File: src/hdl/owm_pkg.sv
`timescale 1ns / 1ps
// ----------------------------------------------------------------------------
// owm_pkg: shared types and constants of the 1-Wire bus master
// Mode codes, command codes, register indexes, timing defaults and CRC-8.
// ----------------------------------------------------------------------------
package owm_pkg;

  localparam int unsigned TimeW = 10;
  localparam int unsigned NumCfg = 8;
  localparam int unsigned CfgIdxW = 3;

  typedef enum logic [1:0] {
    MODE_IDLE  = 2'd0,
    MODE_RESET = 2'd1,
    MODE_WRITE = 2'd2,
    MODE_READ  = 2'd3
  } mode_e;

  typedef enum logic [1:0] {
    OP_TICK  = 2'd0,
    OP_RESET = 2'd1,
    OP_WRITE = 2'd2,
    OP_READ  = 2'd3
  } op_e;

  typedef enum logic [CfgIdxW-1:0] {
    CFG_RESET_LOW     = 3'd0,
    CFG_PRESENCE_WAIT = 3'd1,
    CFG_RESET_TAIL    = 3'd2,
    CFG_SHORT_LOW     = 3'd3,
    CFG_ZERO_LOW      = 3'd4,
    CFG_WRITE_SLOT    = 3'd5,
    CFG_READ_SAMPLE   = 3'd6,
    CFG_READ_TAIL     = 3'd7
  } cfg_idx_e;

  localparam logic [1:0] PhaseLow    = 2'd0;
  localparam logic [1:0] PhaseWait   = 2'd1;
  localparam logic [1:0] PhaseTail   = 2'd2;
  localparam logic [2:0] LastBit     = 3'd7;
  localparam logic [7:0] CrcPoly     = 8'h8c;

  localparam logic [TimeW-1:0] ResetLowInit     = 10'd480;
  localparam logic [TimeW-1:0] PresenceWaitInit = 10'd70;
  localparam logic [TimeW-1:0] ResetTailInit    = 10'd410;
  localparam logic [TimeW-1:0] ShortLowInit     = 10'd6;
  localparam logic [TimeW-1:0] ZeroLowInit      = 10'd60;
  localparam logic [TimeW-1:0] WriteSlotInit    = 10'd70;
  localparam logic [TimeW-1:0] ReadSampleInit   = 10'd9;
  localparam logic [TimeW-1:0] ReadTailInit     = 10'd55;

  typedef struct packed {
    logic [TimeW-1:0] reset_low;
    logic [TimeW-1:0] presence_wait;
    logic [TimeW-1:0] reset_tail;
    logic [TimeW-1:0] short_low;
    logic [TimeW-1:0] zero_low;
    logic [TimeW-1:0] write_slot;
    logic [TimeW-1:0] read_sample;
    logic [TimeW-1:0] read_tail;
  } owm_cfg_t;

  typedef struct packed {
    logic       drive_low;
    logic       busy;
    logic       done;
    logic [7:0] read_data;
    logic       present;
    logic [7:0] crc;
  } owm_res_t;

  // Fold one byte into the reflected Dallas CRC-8.
  function automatic logic [7:0] crc_fold(input logic [7:0] crc, input logic [7:0] data);
    logic [7:0] c;
    c = crc ^ data;
    for (int i = 0; i < 8; i++) begin
      c = (c >> 1) ^ (c[0] ? CrcPoly : 8'h00);
    end
    return c;
  endfunction

endpackage

File: src/hdl/onewire_bus_master.sv
`timescale 1ns / 1ps
// ----------------------------------------------------------------------------
// onewire_bus_master: 1-Wire bus master stepped by microsecond ticks
// Each request is one tick; it may start a reset pulse, a byte write or a
// byte read, and yields one result with line drive and status.
// ----------------------------------------------------------------------------
//
//  channel   direction  handshake                  payload
//  in        request    in_valid_i / in_stall_o    op_i, write_byte_i, line_in_i
//  out       result     out_valid_o / out_stall_i  drive_low_o .. crc_value_o
//  cfg       write      cfg_valid_i / cfg_ready_o  cfg_index_i, cfg_data_i
//
// One request per cycle while in_stall_o is low: the sequencer steps its state
// on the accepting edge and loads the result register at the same edge; the
// result appears in the cycle after acceptance. Reset restores the default
// timings and idles the sequencer. While the result register is full and
// out_stall_i is high, in_stall_o holds incoming requests. Configuration
// writes are taken in every cycle.
module onewire_bus_master import owm_pkg::*; (
  input  logic               clk_i,
  input  logic               rst_ni,
  // tick requests
  input  logic               in_valid_i,
  output logic               in_stall_o,
  input  logic [1:0]         op_i,
  input  logic [7:0]         write_byte_i,
  input  logic               line_in_i,
  // results
  output logic               out_valid_o,
  input  logic               out_stall_i,
  output logic               drive_low_o,
  output logic               busy_res_o,
  output logic               done_res_o,
  output logic [7:0]         read_data_o,
  output logic               device_present_o,
  output logic [7:0]         crc_value_o,
  // configuration writes
  input  logic               cfg_valid_i,
  output logic               cfg_ready_o,
  input  logic [CfgIdxW-1:0] cfg_index_i,
  input  logic [TimeW-1:0]   cfg_data_i
);

  owm_cfg_t cfg_q;
  owm_res_t res, res_q;
  logic     accept;
  logic     out_valid_q, out_valid_d;

  // Timing registers: always ready, write the addressed register.
  assign cfg_ready_o = 1'b1;

  always_ff @(posedge clk_i or negedge rst_ni) begin
    if (!rst_ni) begin
      cfg_q <= '{reset_low: ResetLowInit, presence_wait: PresenceWaitInit,
                 reset_tail: ResetTailInit, short_low: ShortLowInit,
                 zero_low: ZeroLowInit, write_slot: WriteSlotInit,
                 read_sample: ReadSampleInit, read_tail: ReadTailInit};
    end else if (cfg_valid_i) begin
      case (cfg_idx_e'(cfg_index_i))
        CFG_RESET_LOW:     cfg_q.reset_low     <= cfg_data_i;
        CFG_PRESENCE_WAIT: cfg_q.presence_wait <= cfg_data_i;
        CFG_RESET_TAIL:    cfg_q.reset_tail    <= cfg_data_i;
        CFG_SHORT_LOW:     cfg_q.short_low     <= cfg_data_i;
        CFG_ZERO_LOW:      cfg_q.zero_low      <= cfg_data_i;
        CFG_WRITE_SLOT:    cfg_q.write_slot    <= cfg_data_i;
        CFG_READ_SAMPLE:   cfg_q.read_sample   <= cfg_data_i;
        CFG_READ_TAIL:     cfg_q.read_tail     <= cfg_data_i;
        default: ;
      endcase
    end
  end

  // Hold requests only while a waiting result cannot leave.
  assign in_stall_o = out_valid_q && out_stall_i;
  assign accept     = in_valid_i && !in_stall_o;

  owm_core u_core (
    .clk_i        (clk_i),
    .rst_ni       (rst_ni),
    .step_i       (accept),
    .op_i         (op_i),
    .write_byte_i (write_byte_i),
    .line_in_i    (line_in_i),
    .cfg_i        (cfg_q),
    .res_o        (res)
  );

  // Result register: load on accept, drop once taken.
  always_comb begin
    out_valid_d = out_valid_q && out_stall_i;
    if (accept) begin
      out_valid_d = 1'b1;
    end
  end

  always_ff @(posedge clk_i or negedge rst_ni) begin
    if (!rst_ni) begin
      out_valid_q <= 1'b0;
    end else begin
      out_valid_q <= out_valid_d;
    end
  end

  always_ff @(posedge clk_i) begin
    if (accept) begin
      res_q <= res;
    end
  end

  assign out_valid_o      = out_valid_q;
  assign drive_low_o      = res_q.drive_low;
  assign busy_res_o       = res_q.busy;
  assign done_res_o       = res_q.done;
  assign read_data_o      = res_q.read_data;
  assign device_present_o = res_q.present;
  assign crc_value_o      = res_q.crc;

endmodule

File: src/hdl/owm_core.sv
`timescale 1ns / 1ps
// ----------------------------------------------------------------------------
// owm_core: 1-Wire slot sequencer
// Holds mode, phase, tick and bit counters, shift and result state; advances
// by one microsecond tick on each step.
// ----------------------------------------------------------------------------
module owm_core import owm_pkg::*; (
  input  logic       clk_i,
  input  logic       rst_ni,
  input  logic       step_i,
  input  logic [1:0] op_i,
  input  logic [7:0] write_byte_i,
  input  logic       line_in_i,
  input  owm_cfg_t   cfg_i,
  output owm_res_t   res_o
);

  mode_e            mode_q, mode_d, mode_eff;
  logic [1:0]       phase_q, phase_d, phase_cur;
  logic [TimeW-1:0] tick_q, tick_d, tick_cur, tick_inc, len;
  logic [2:0]       bit_q, bit_d, bit_cur;
  logic [7:0]       shift_q, shift_d, shift_cur;
  logic [7:0]       last_q, last_d;
  logic [7:0]       crc_q, crc_d, crc_cur;
  logic             pres_q, pres_d;
  logic             start, phase_end;
  logic             busy, drive, done;
  logic [TimeW-1:0] low_len;

  // Start-of-command view of the state and the current phase length.
  always_comb begin
    start     = (mode_q == MODE_IDLE) && (op_e'(op_i) != OP_TICK);
    mode_eff  = start ? mode_e'(op_i) : mode_q;
    phase_cur = start ? PhaseLow : phase_q;
    tick_cur  = start ? '0 : tick_q;
    bit_cur   = start ? 3'd0 : bit_q;
    shift_cur = start ? ((op_e'(op_i) == OP_WRITE) ? write_byte_i : 8'h00) : shift_q;
    crc_cur   = (start && (op_e'(op_i) == OP_RESET)) ? 8'h00 : crc_q;
    low_len   = shift_cur[0] ? cfg_i.short_low : cfg_i.zero_low;
    case (mode_eff)
      MODE_RESET: begin
        len = (phase_cur == PhaseLow)  ? cfg_i.reset_low :
              (phase_cur == PhaseWait) ? cfg_i.presence_wait : cfg_i.reset_tail;
      end
      MODE_WRITE: begin
        if (phase_cur == PhaseLow) begin
          len = low_len;
        end else begin
          len = (cfg_i.write_slot > low_len) ? (cfg_i.write_slot - low_len)
                                             : TimeW'(1);
        end
      end
      MODE_READ: begin
        len = (phase_cur == PhaseLow)  ? cfg_i.short_low :
              (phase_cur == PhaseWait) ? cfg_i.read_sample : cfg_i.read_tail;
      end
      default: len = '0;
    endcase
    tick_inc  = tick_cur + TimeW'(1);
    phase_end = (mode_eff != MODE_IDLE) && (tick_inc >= len);
  end

  // Outputs of this tick.
  always_comb begin
    busy = (mode_eff != MODE_IDLE);
    drive = busy && (phase_cur == PhaseLow);
    done = 1'b0;
    if (phase_end) begin
      case (mode_eff)
        MODE_RESET: done = (phase_cur == PhaseTail);
        MODE_WRITE: done = (phase_cur != PhaseLow) && (bit_cur == LastBit);
        MODE_READ:  done = (phase_cur == PhaseTail) && (bit_cur == LastBit);
        default:    done = 1'b0;
      endcase
    end
  end

  // Next state.
  always_comb begin
    mode_d  = mode_eff;
    phase_d = phase_cur;
    tick_d  = busy ? tick_inc : tick_cur;
    bit_d   = bit_cur;
    shift_d = shift_cur;
    last_d  = last_q;
    crc_d   = crc_cur;
    pres_d  = pres_q;
    if (phase_end) begin
      tick_d = '0;
      case (mode_eff)
        MODE_RESET: begin
          if (phase_cur == PhaseLow) begin
            phase_d = PhaseWait;
          end else if (phase_cur == PhaseWait) begin
            pres_d  = ~line_in_i;
            phase_d = PhaseTail;
          end
        end
        MODE_WRITE: begin
          if (phase_cur == PhaseLow) begin
            phase_d = PhaseWait;
          end else begin
            shift_d = shift_cur >> 1;
            phase_d = PhaseLow;
            bit_d   = bit_cur + 3'd1;
          end
        end
        MODE_READ: begin
          if (phase_cur == PhaseLow) begin
            phase_d = PhaseWait;
          end else if (phase_cur == PhaseWait) begin
            shift_d = shift_cur | (8'(line_in_i) << bit_cur);
            phase_d = PhaseTail;
          end else begin
            phase_d = PhaseLow;
            if (bit_cur == LastBit) begin
              last_d = shift_cur;
              crc_d  = crc_fold(crc_cur, shift_cur);
            end
            bit_d = bit_cur + 3'd1;
          end
        end
        default: ;
      endcase
      if (done) begin
        mode_d  = MODE_IDLE;
        phase_d = PhaseLow;
        bit_d   = 3'd0;
      end
    end
  end

  always_ff @(posedge clk_i or negedge rst_ni) begin
    if (!rst_ni) begin
      mode_q  <= MODE_IDLE;
      phase_q <= PhaseLow;
      tick_q  <= '0;
      bit_q   <= 3'd0;
      shift_q <= 8'h00;
      last_q  <= 8'h00;
      crc_q   <= 8'h00;
      pres_q  <= 1'b0;
    end else if (step_i) begin
      mode_q  <= mode_d;
      phase_q <= phase_d;
      tick_q  <= tick_d;
      bit_q   <= bit_d;
      shift_q <= shift_d;
      last_q  <= last_d;
      crc_q   <= crc_d;
      pres_q  <= pres_d;
    end
  end

  assign res_o = '{drive_low: drive, busy: busy, done: done, read_data: last_d,
                   present: pres_d, crc: crc_d};

endmodule

File: config.mk
export PLATFORM = sky130hd
export DESIGN_NAME = onewire_bus_master
export DESIGN_NICKNAME = d
export VERILOG_FILES = /design/src/hdl/owm_pkg.sv /design/src/hdl/onewire_bus_master.sv /design/src/hdl/owm_core.sv
export SDC_FILE = /design/constraint.sdc
export NUM_CORES = 1
export LEC_CHECK = 0
export BUFFER_PORTS_ARGS = -buffer_cell sky130_fd_sc_hd__buf_4
export CORE_MARGIN = 2
export CORE_UTILIZATION = 60
export CTS_BUF_LIST = sky130_fd_sc_hd__clkbuf_8 sky130_fd_sc_hd__clkbuf_16
export CTS_CLUSTER_SIZE = 30
export DETAILED_ROUTE_END_ITERATION = 12
export GPL_TIMING_DRIVEN = 0
export PLACE_DENSITY_LB_ADDON = 0.12
export SKIP_CTS_REPAIR_TIMING = 1
export SYNTH_ARGS = -nofsm -noshare
export SYNTH_HDL_FRONTEND = slang
export SYNTH_SLANG_ARGS = --single-unit
File: constraint.sdc
create_clock -name clk_i -period 7.4 [get_ports clk_i]
set_input_delay 0.74 -clock clk_i [delete_from_list [all_inputs] [get_ports clk_i]]
set_output_delay 0.74 -clock clk_i [all_outputs]
set_load 0.02 [all_outputs]
==> Word-level counts from Yosys, hierarchy flattened <==
Index checks and enable logic that the tools add are counted.
{ "word_totals": {"mem_bits_ro": 0, "register_bits": 143, "wordCells": 141, "mem_bits_rw": 0, "output_inout_bits": 23, "latchBits": 0, "memories": 0} }
{ "classes": {"bitwise": 11, "n_shift": 1, "n_eq_ne": 15, "n_div": 0, "muxes": 63, "magnitude_cmp": 2, "n_mul": 0, "addsub": 3, "n_reduce_logical": 23} }
{ "op_table": {"columns": ["operator", "count"], "rows": [
  ["8-bit 2-to-1 mux", 25],
  ["10-bit 2-to-1 mux", 10],
  ["7-bit by 8-bit bitwise XOR with 8-bit output", 8],
  ["10-bit case mux with 3 select lines", 1],
  ["2-bit 2-to-1 mux", 10],
  ["3-bit 2-to-1 mux", 6],
  ["8-bit case mux with 2 select lines", 1],
  ["2-bit AND reduction", 8],
  ["3-bit == test, second input constant", 5],
  ["10-bit by 1-bit adder with 10-bit output, second input constant", 1],
  ["10-bit >= comparator", 1],
  ["10-bit greater-than comparator", 1],
  ["10-bit subtractor", 1],
  ["2-bit == test, second input constant", 4],
  ["1-bit logical AND", 8],
  ["8-bit bitwise OR", 1],
  ["1-bit by 3-bit left shift with 8-bit output", 1],
  ["8-bit bitwise XOR", 1],
  ["1-bit 2-to-1 mux", 7],
  ["2-bit by 1-bit == test with 1-bit output, second input constant", 3],
  ["3-bit by 2-bit == test with 1-bit output, second input constant", 2],
  ["2-bit case mux with 3 select lines", 1],
  ["3-bit case mux with 2 select lines", 1],
  ["2-bit nonzero test", 3],
  ["7 further kinds", 8]
]} }

==> Depth between registers and ports, before layout <==
Gate-level depths: netlist of the first run.
{ "depth": {"word_depth": 26, "ltp_mapped": 29, "ltp_nobuf": 23} }

==> By module <==
A second synthesis of the first run with hierarchy kept.
{ "unflattened": {"cells_unflattened": 736, "hier_area_um2": 8435.6} }
{ "modules_own_cells": {"columns": ["module", "instances", "area_each_um2", "cells_each"], "rows": [
  ["owm_core", 1, 4581.9, 535],
  ["onewire_bus_master", 1, 3853.7, 201]
]} }

==> Least setup slack after synthesis of the first run <==
No wires, ideal clock.
{ "synth_timing": {"path_kind": "input port to flip-flop", "start": "in op_i[1]", "end": "reg res_q (netlist bit read_data_o[5]) (data pin)", "n_path_buf": 6, "setup_time_ps": 260, "setup_slack_ps": 1466, "required_ps": 7140, "arrival_time_ps": 5674, "cell_stages": 26, "path_cell_list": "buf_2 > o21ai_1 > a32o_2 > buf_6 > buf_2 > mux2i_1 > inv_1 > fa_1 > nor2b_1 > o21ai_0 > nand2b_1 > nor2b_1 > o31ai_1 > a21oi_1 > and3_1 > buf_1 > a31oi_1 > ha_1 > a2111o_1 > a211oi_1 > o21ai_0 > and2_1 > clkbuf_1 > nand2_2 > clkbuf_1 > mux2_2"} }
{ "synth_lines": {"columns": ["element", "line", "source"], "rows": [
  ["from (decl)", "onewire_bus_master.sv:25", "input logic [1:0] op_i,"],
  ["to (signal assigned)", "onewire_bus_master.sv:106", "res_q <= res;"],
  ["to (decl)", "onewire_bus_master.sv:45", "owm_res_t res, res_q;"]
]} }

==> results of run 1 <==
==> how the worst min path moves through the flow <==
stage                         to  slack (ns)               from  cells past startpoint
2_1_floorplan          cfg_q[11]        0.44             rst_ni                      0
3_3_place_gp    u_core.last_q[4]        0.46   u_core.last_q[4]                      2
3_5_place_dp   u_core.shift_q[0]        0.47  u_core.shift_q[0]                      2
4_1_cts         u_core.tick_q[9]        0.29             rst_ni                      1
5_1_grt         u_core.tick_q[9]        0.30             rst_ni                      1
6_report        u_core.tick_q[9]        0.27             rst_ni                      1
==> logic make-up (layout without fill, tap and decap cells) <==
| group | count (synthesis) | count (layout) | synth area share, % |
|---|---|---|---|
| AND/OR/NAND/NOR | 214 | 214 | 12.5 |
| adder cells (fa/ha/maj) | 27 | 27 | 4.26 |
| XOR/XNOR | 35 | 35 | 4.29 |
| AO/OA/AOI/OAI | 170 | 170 | 13.5 |
| other | 1 | 1 | 0.0462 |
| buffers and inverters | 58 | 138 | 2.99 |
| flip-flops | 143 | 143 | 45.8 |
| multiplexers | 122 | 122 | 16.6 |
==> power by group <==
group | internal (uW) | leakage [uW] | total, uW | switching [uW]
Combinational | 799 | 0.00197 | 1940 | 1140
Clock | 529 | 0.000301 | 859 | 329
Sequential | 1020 | 0.00166 | 1140 | 127
==> Yosys cell counts, drive strengths merged, types with 6 or more instances <==
master	number	area (um^2)
nor2	46	183
clkbuf	28	105
dfstp	28	736
dfrtp	95	2380
xnor2	20	194
nor3	17	85.1
mux2i	28	280
nand2	80	303
ha	26	325
edfxtp	20	601
o21ai	52	264
a21o	6	45.0
mux2	93	1050
and3	7	43.8
nor2b	10	62.6
a21oi	42	210
nand3	22	110
nand4	6	37.5
o2bb2ai	8	70.1
inv	14	52.6
xor2	14	130
o31ai	11	82.6
o22ai	7	43.8
buf	15	81.3
==> per-layer routing <==
layer | vias to the layer above | share of wire [%]
met2 | 231 | 51
met5 | - | 0
met3 | 45 | 5.5
li1 | 2951 | -
met1 | 3225 | 41
met4 | 0 | 2.9
==> per-stage QoR <==
stage | util, % | instance area, um^2 | std cells | power, uW
detailed placement | 65.9 | 8720 | 994 | 3050
global route | 70.4 | 9320 | 1026 | 4180
global placement | 65.6 | 8680 | 993 | 2980
finish | 70.4 | 9320 | 1026 | 3940
CTS | 70.4 | 9320 | 1026 | 3920
floorplan | - | 8110 | 770 | 2550
==> critical path: stages, from the launching register on <==
cell and delay, ns:
dfrtp_1 0.42, nor2_2 0.38, o21ai_1 0.33, a32o_2 0.32, buf_6 0.14, buf_2 0.25, mux2i_1 0.32, inv_1 0.10
fa_1 0.41, nor2b_1 0.12, o21ai_0 0.08, nand2b_1 0.13, nor2b_1 0.19, o31ai_1 0.10, a21oi_1 0.22, and3_1 0.19
buf_1 0.35, a31oi_1 0.23, ha_1 0.37, a2111o_1 0.43, a211oi_1 0.21, o21ai_0 0.14, and2_1 0.15, clkbuf_1 0.18
nand2_2 0.27, clkbuf_2 0.29, mux2_2 0.37
==> cell usage in the layout (no fill, tap or decap), types with 11 or more instances in the layout <==
| master | count |
|---|---|
| a21oi_1 | 42 |
| xor2_1 | 13 |
| dfrtp_1 | 95 |
| dfstp_2 | 28 |
| inv_1 | 16 |
| nand2_1 | 79 |
| nor3_1 | 15 |
| ha_1 | 26 |
| o21ai_0 | 46 |
| clkbuf_1 | 27 |
| o31ai_1 | 11 |
| mux2_2 | 93 |
| clkbuf_16 | 18 |
| mux2i_1 | 28 |
| nor2_1 | 44 |
| buf_4 | 47 |
| nand3_1 | 22 |
| xnor2_1 | 19 |
| edfxtp_1 | 20 |
==> final cells by class <==
cell class	count	area share, %
buffer	43	2.01
multi-input combinational	569	44.7
timing repair buffer	48	4.12
tap	176	2.36
inverter	15	0.604
sequential	143	39.8
clock buffer	20	5.13
clock inverter	12	1.29
==> state kept, by name, summed over array words and instances (netlist names), 2 cells and up <==
name,cells
crc_value_o,8
u_core.crc_q,8
u_core.tick_q,10
u_core.phase_q,2
u_core.last_q,8
u_core.shift_q,8
read_data_o,8
cfg_q,80
u_core.mode_q,2
u_core.bit_q,3
==> impl_metrics.csv, run 1 <==
group,metric,value,unit
critical_path,crit_fanout,10,
timing,clock_skew,0.0124,ns
critical_path,setup.worst_path.class,"register to register",
timing,worst_pin_slew,1.02,ns
cells_and_area,drive_above_1_share,26.5,%
synthesis,yosysUniqueCellTypes,70,
timing,rsz0062_at_grt,"no",
critical_path,critPathArrivalTime,7.13,ns
global_routing,use_met1,38.8,%
cts,ctsHtreeMaxLevel,4,
floorplanning,die_w,120,um
critical_path,end_kind,"register",
synthesis,ys.flop_type,"dfrtp_1",
global_routing,grt.total_usage,30.5,%
synthesis,avgSynthCellArea,10.5,um^2
synthesis,syn-num-nets,826,
synthesis,yosys_warnings,0,
timing,hold_viol,0,
place,gp_congestion,0.951,
floorplanning,die_h,120,um
cts,cts-buffers-inserted,17,
power,p_leak,0.00393,uW
drt,drt_pass1_iterations,5,
synthesis,synth_edf_count,20,
job,cap_violations,0,
global_routing,grt_pass1_vias,6397,
timing,fin_crit_sh,93.9,%
drt,drt_iter0_drc,485,
cts,clockBufferDepth,2,
global_routing,use_met3,6.08,%
cts,cts_tree,"built",
cts,clk_pin_slew,0.06,ns
timing,slew_headroom,31.6,%
drt,num_vias,6452,
synthesis,synth-seq-cells,143,
drt,routed_via_density,6.29,
cells_and_area,nets,893,
place,dp_slack,0.129,ns
cells_and_area,fill_cells,1047,
floorplanning,fp-row-count,42,
cells_and_area,multi_input_area,4160,um^2
cts,clock-root-buffer,"clkbuf_16",
critical_path,critical_path_required,7.58,ns
timing,finalWorstSetupSlack,0.451,ns
critical_path,reg2reg_slack,0.45,ns
timing,timing.setup.tns,0,ns
synthesis,seq_area_frac_synth,45.8,%
cells_and_area,antennaDiodeCount,0,
critical_path,r2r_end,"read_data_o[6]",
synthesis,syn_area,8110,um^2
cts,cts.sinks,143,
cells_and_area,syn_to_final_growth,15.0,%
cts,clock_latency,0.43,ns
global_routing,grt_pass1_wl,33800,um
floorplanning,start_util,61.2,%
run_status,status,"finished clean",
power,peakVddDrop,0.218,mV
cells_and_area,register_area,3710,um^2
timing,finalSetupViolCount,0,
drt,wl,21000,um
global_routing,antenna_found_initial,0,
place,port-buffer-count,47,
drt,antenna_left,0,
global_routing,grt_overflow,0,
global_routing,use_met2,51.6,%
floorplanning,core-area,13200,um^2
synthesis,synthCells,770,
timing,fmax,0.144,GHz
timing,hold_slack,0.270,ns
synthesis,async_flop_share,86.0,%
place,dpl.hpwl,14800,um
critical_path,crit_start,"u_core.mode_q[1]",
drt,drc_errors,0,
floorplanning,dieArea,14500,um^2
timing,slew_violations,0,
drt,wl_per_cell,20.4,um
global_routing,grt_busiest_layer,"met2",
critical_path,startpoint_type,"register",
power,power.density,423,nW/um^2
floorplanning,io_pins,52,
critical_path,reg2reg_depth,26,
critical_path,crit_end,"read_data_o[6]",
critical_path,reg2reg_from,"u_core.mode_q[1]",
timing,fin_crit,6.95,ns
global_routing,grt_max_degree,63,
min_path,min_path_type,"primary input to asynchronous set/reset pin",
Power figures use the tool's default switching activity.
==> run 2: changes to the inputs <==
- CORE_UTILIZATION: 60 -> 55
==> run 2 against run 1 <==
  * Maximum frequency is 0.36% higher
  * Combinational power about the same
  * Total power decreased by 0.51%
  * Critical path depth down 1
  * Sequential share of layout area is 0.059 points lower
==> impl_metrics.csv, run 2 (same netlist as run 1, synthesis figures left out) <==
group,metric,value,unit
cells_and_area,drive_above_1_share,26.7,%
drt,route.met2.wl,10500,um
power,p_leak,0.00394,uW
cells_and_area,syn_to_final_growth,15.1,%
place,postPlaceCellArea,8760,um^2
min_path,min_path_type,"primary input to asynchronous set/reset pin",
drt,num_vias,6376,
cts,cts-buffers-inserted,17,
timing,fin_crit,6.92,ns
critical_path,setup.worst_path.class,"register to register",
critical_path,r2r_end,"read_data_o[5]",
drt,drt_iter0_drc,530,
timing,worst_pin_slew,1.06,ns
global_routing,grt.total_usage,28.1,%
cells_and_area,reg_top3,"cfg_q: 80 flops, u_core.tick_q: 10 flops",
run_status,status,"finished clean",
cells_and_area,nets,894,
critical_path,crit_fanout,10,
global_routing,grt_overflow,0,
floorplanning,die_h,125,um
global_routing,antenna_found_initial,0,
global_routing,grt_max_degree,69,
drt,highest_layer,"met4",
timing,fin_crit_sh,93.6,%
place,dp_slack,-0.0601,ns
critical_path,startpoint_type,"register",
timing,clock_skew,0.00925,ns
critical_path,cp_top_family,"compound AO/OA/AOI/OAI gates",
floorplanning,fp-row-count,44,
critical_path,critical_path_required,7.58,ns
cts,clock_latency,0.43,ns
drt,drt_pass1_iterations,6,
timing,hold_viol,0,
place,dpl.hpwl,15000,um
timing,slew_headroom,28.7,%
cts,cts_tree,"built",
timing,rsz0062_at_grt,"no",
cells_and_area,final_cell_area,9340,um^2
drt,wl_met1,8830,um
floorplanning,core-area,14500,um^2
cells_and_area,top_register,"cfg_q",
timing,fmax,0.144,GHz
drt,routed_via_density,6.16,
floorplanning,die_w,125,um
cells_and_area,largest_register_ffs,80,
place,gp_congestion,0.933,
critical_path,critPathBufInv,5,
critical_path,cpPeakStageDelay,0.44,ns
cts,clock-root-buffer,"clkbuf_16",
drt,wl_per_cell,20.5,um
cells_and_area,layout_commonest_cell,"dfrtp_1",
floorplanning,io_pins,52,
cts,ctsHtreeMaxLevel,4,
power,power.density,420,nW/um^2
job,cap_violations,0,
drt,wl,21200,um
drt,dr_wl_met3,1320,um
critical_path,critPathArrivalTime,7.10,ns
timing,slew_violations,0,
critical_path,end_kind,"register",
floorplanning,start_util,56.0,%
critical_path,slowest_stage,"dfrtp_1",
timing,finalWorstSetupSlack,0.476,ns
cells_and_area,antennaDiodeCount,0,
drt,drc_errors,0,
timing,finalSetupViolCount,0,
cts,clockBufferDepth,2,
cells_and_area,layout_common_cells,"dfrtp_1 (95), mux2_2 (93), nand2_1 (79)",
place,port-buffer-count,47,
drt,antenna_left,0,
floorplanning,dieArea,15700,um^2
global_routing,grt_pass1_vias,6434,
critical_path,reg2reg_from,"u_core.mode_q[1]",
cts,clk_pin_slew,0.06,ns
cts,cts.sinks,143,
critical_path,reg2reg_depth,25,
global_routing,grt_pass1_wl,34400,um
critical_path,reg2reg_slack,0.48,ns
power,peakVddDrop,0.227,mV
## run 2: layer usage
metal	track usage [%]	vias up
met4	10.7	0
met1	36.1	3148
met3	6.50	49
met5	0	-
met2	46.6	243
li1	-	2936
## run 2: layout make-up
class / count / area, um^2
Buffer: 42 / 185
Clock buffer: 21 / 492
Clock inverter: 11 / 90.1
Fill cell: 1181 / 5140
Inverter: 15 / 56.3
Multi-Input combinational cell: 569 / 4160
Sequential cell: 143 / 3710
Tap cell: 184 / 230
Timing Repair Buffer: 50 / 407
## run 2: stage by stage
step | power (uW) | setup TNS, ns | util [%] | cells | hold slack, ns
5_1_grt | 4200 | 0 | 64.5 | 1035 | 0.302
3_3_place_gp | 3000 | 0 | 60.0 | 1001 | 0.463
3_5_place_dp | 3060 | -0.119 | 60.5 | 1004 | 0.480
2_1_floorplan | 2550 | 0 | - | 770 | 0.444
4_1_cts | 3910 | 0 | 64.5 | 1036 | 0.288
6_report | 3920 | 0 | 64.5 | 1035 | 0.266
## run 2: how the worst max path moves through the flow
stage	startpoint	endpoint	slack (ns)	depth (start not counted)
after global placement	op_i[1]	read_data_o[6]	0.05	26
final	u_core.mode_q[1]	read_data_o[5]	0.48	25
after floorplan	op_i[1]	read_data_o[5]	1.47	26
after CTS	u_core.mode_q[1]	read_data_o[5]	0.27	26
after global routing	u_core.mode_q[1]	read_data_o[5]	0.01	24
after detailed placement	op_i[1]	read_data_o[6]	-0.06	26
## run 2: worst reg2reg max path, cell delays in order (launching register included)
cell and delay (ns):
dfrtp_1 0.44, nor2_2 0.36, o21ai_1 0.33, a32o_2 0.32, buf_6 0.14, buf_2 0.25
mux2i_1 0.33, inv_1 0.10, fa_1 0.41, nor2b_1 0.12, o21ai_0 0.08, nand2b_1 0.13
nor2b_1 0.22, o31ai_1 0.12, a21oi_1 0.23, and3_1 0.43, a31oi_1 0.24, ha_1 0.36
a2111o_1 0.44, a211oi_1 0.22, o21ai_0 0.14, and2_1 0.17, clkbuf_1 0.15, nand2_2 0.25
clkbuf_2 0.32, mux2_2 0.37
## run 2: power breakdown
group | switching, uW | internal (uW) | total [uW]
sequential | 130 | 1020 | 1150
clock | 334 | 506 | 840
combinational | 1130 | 799 | 1930
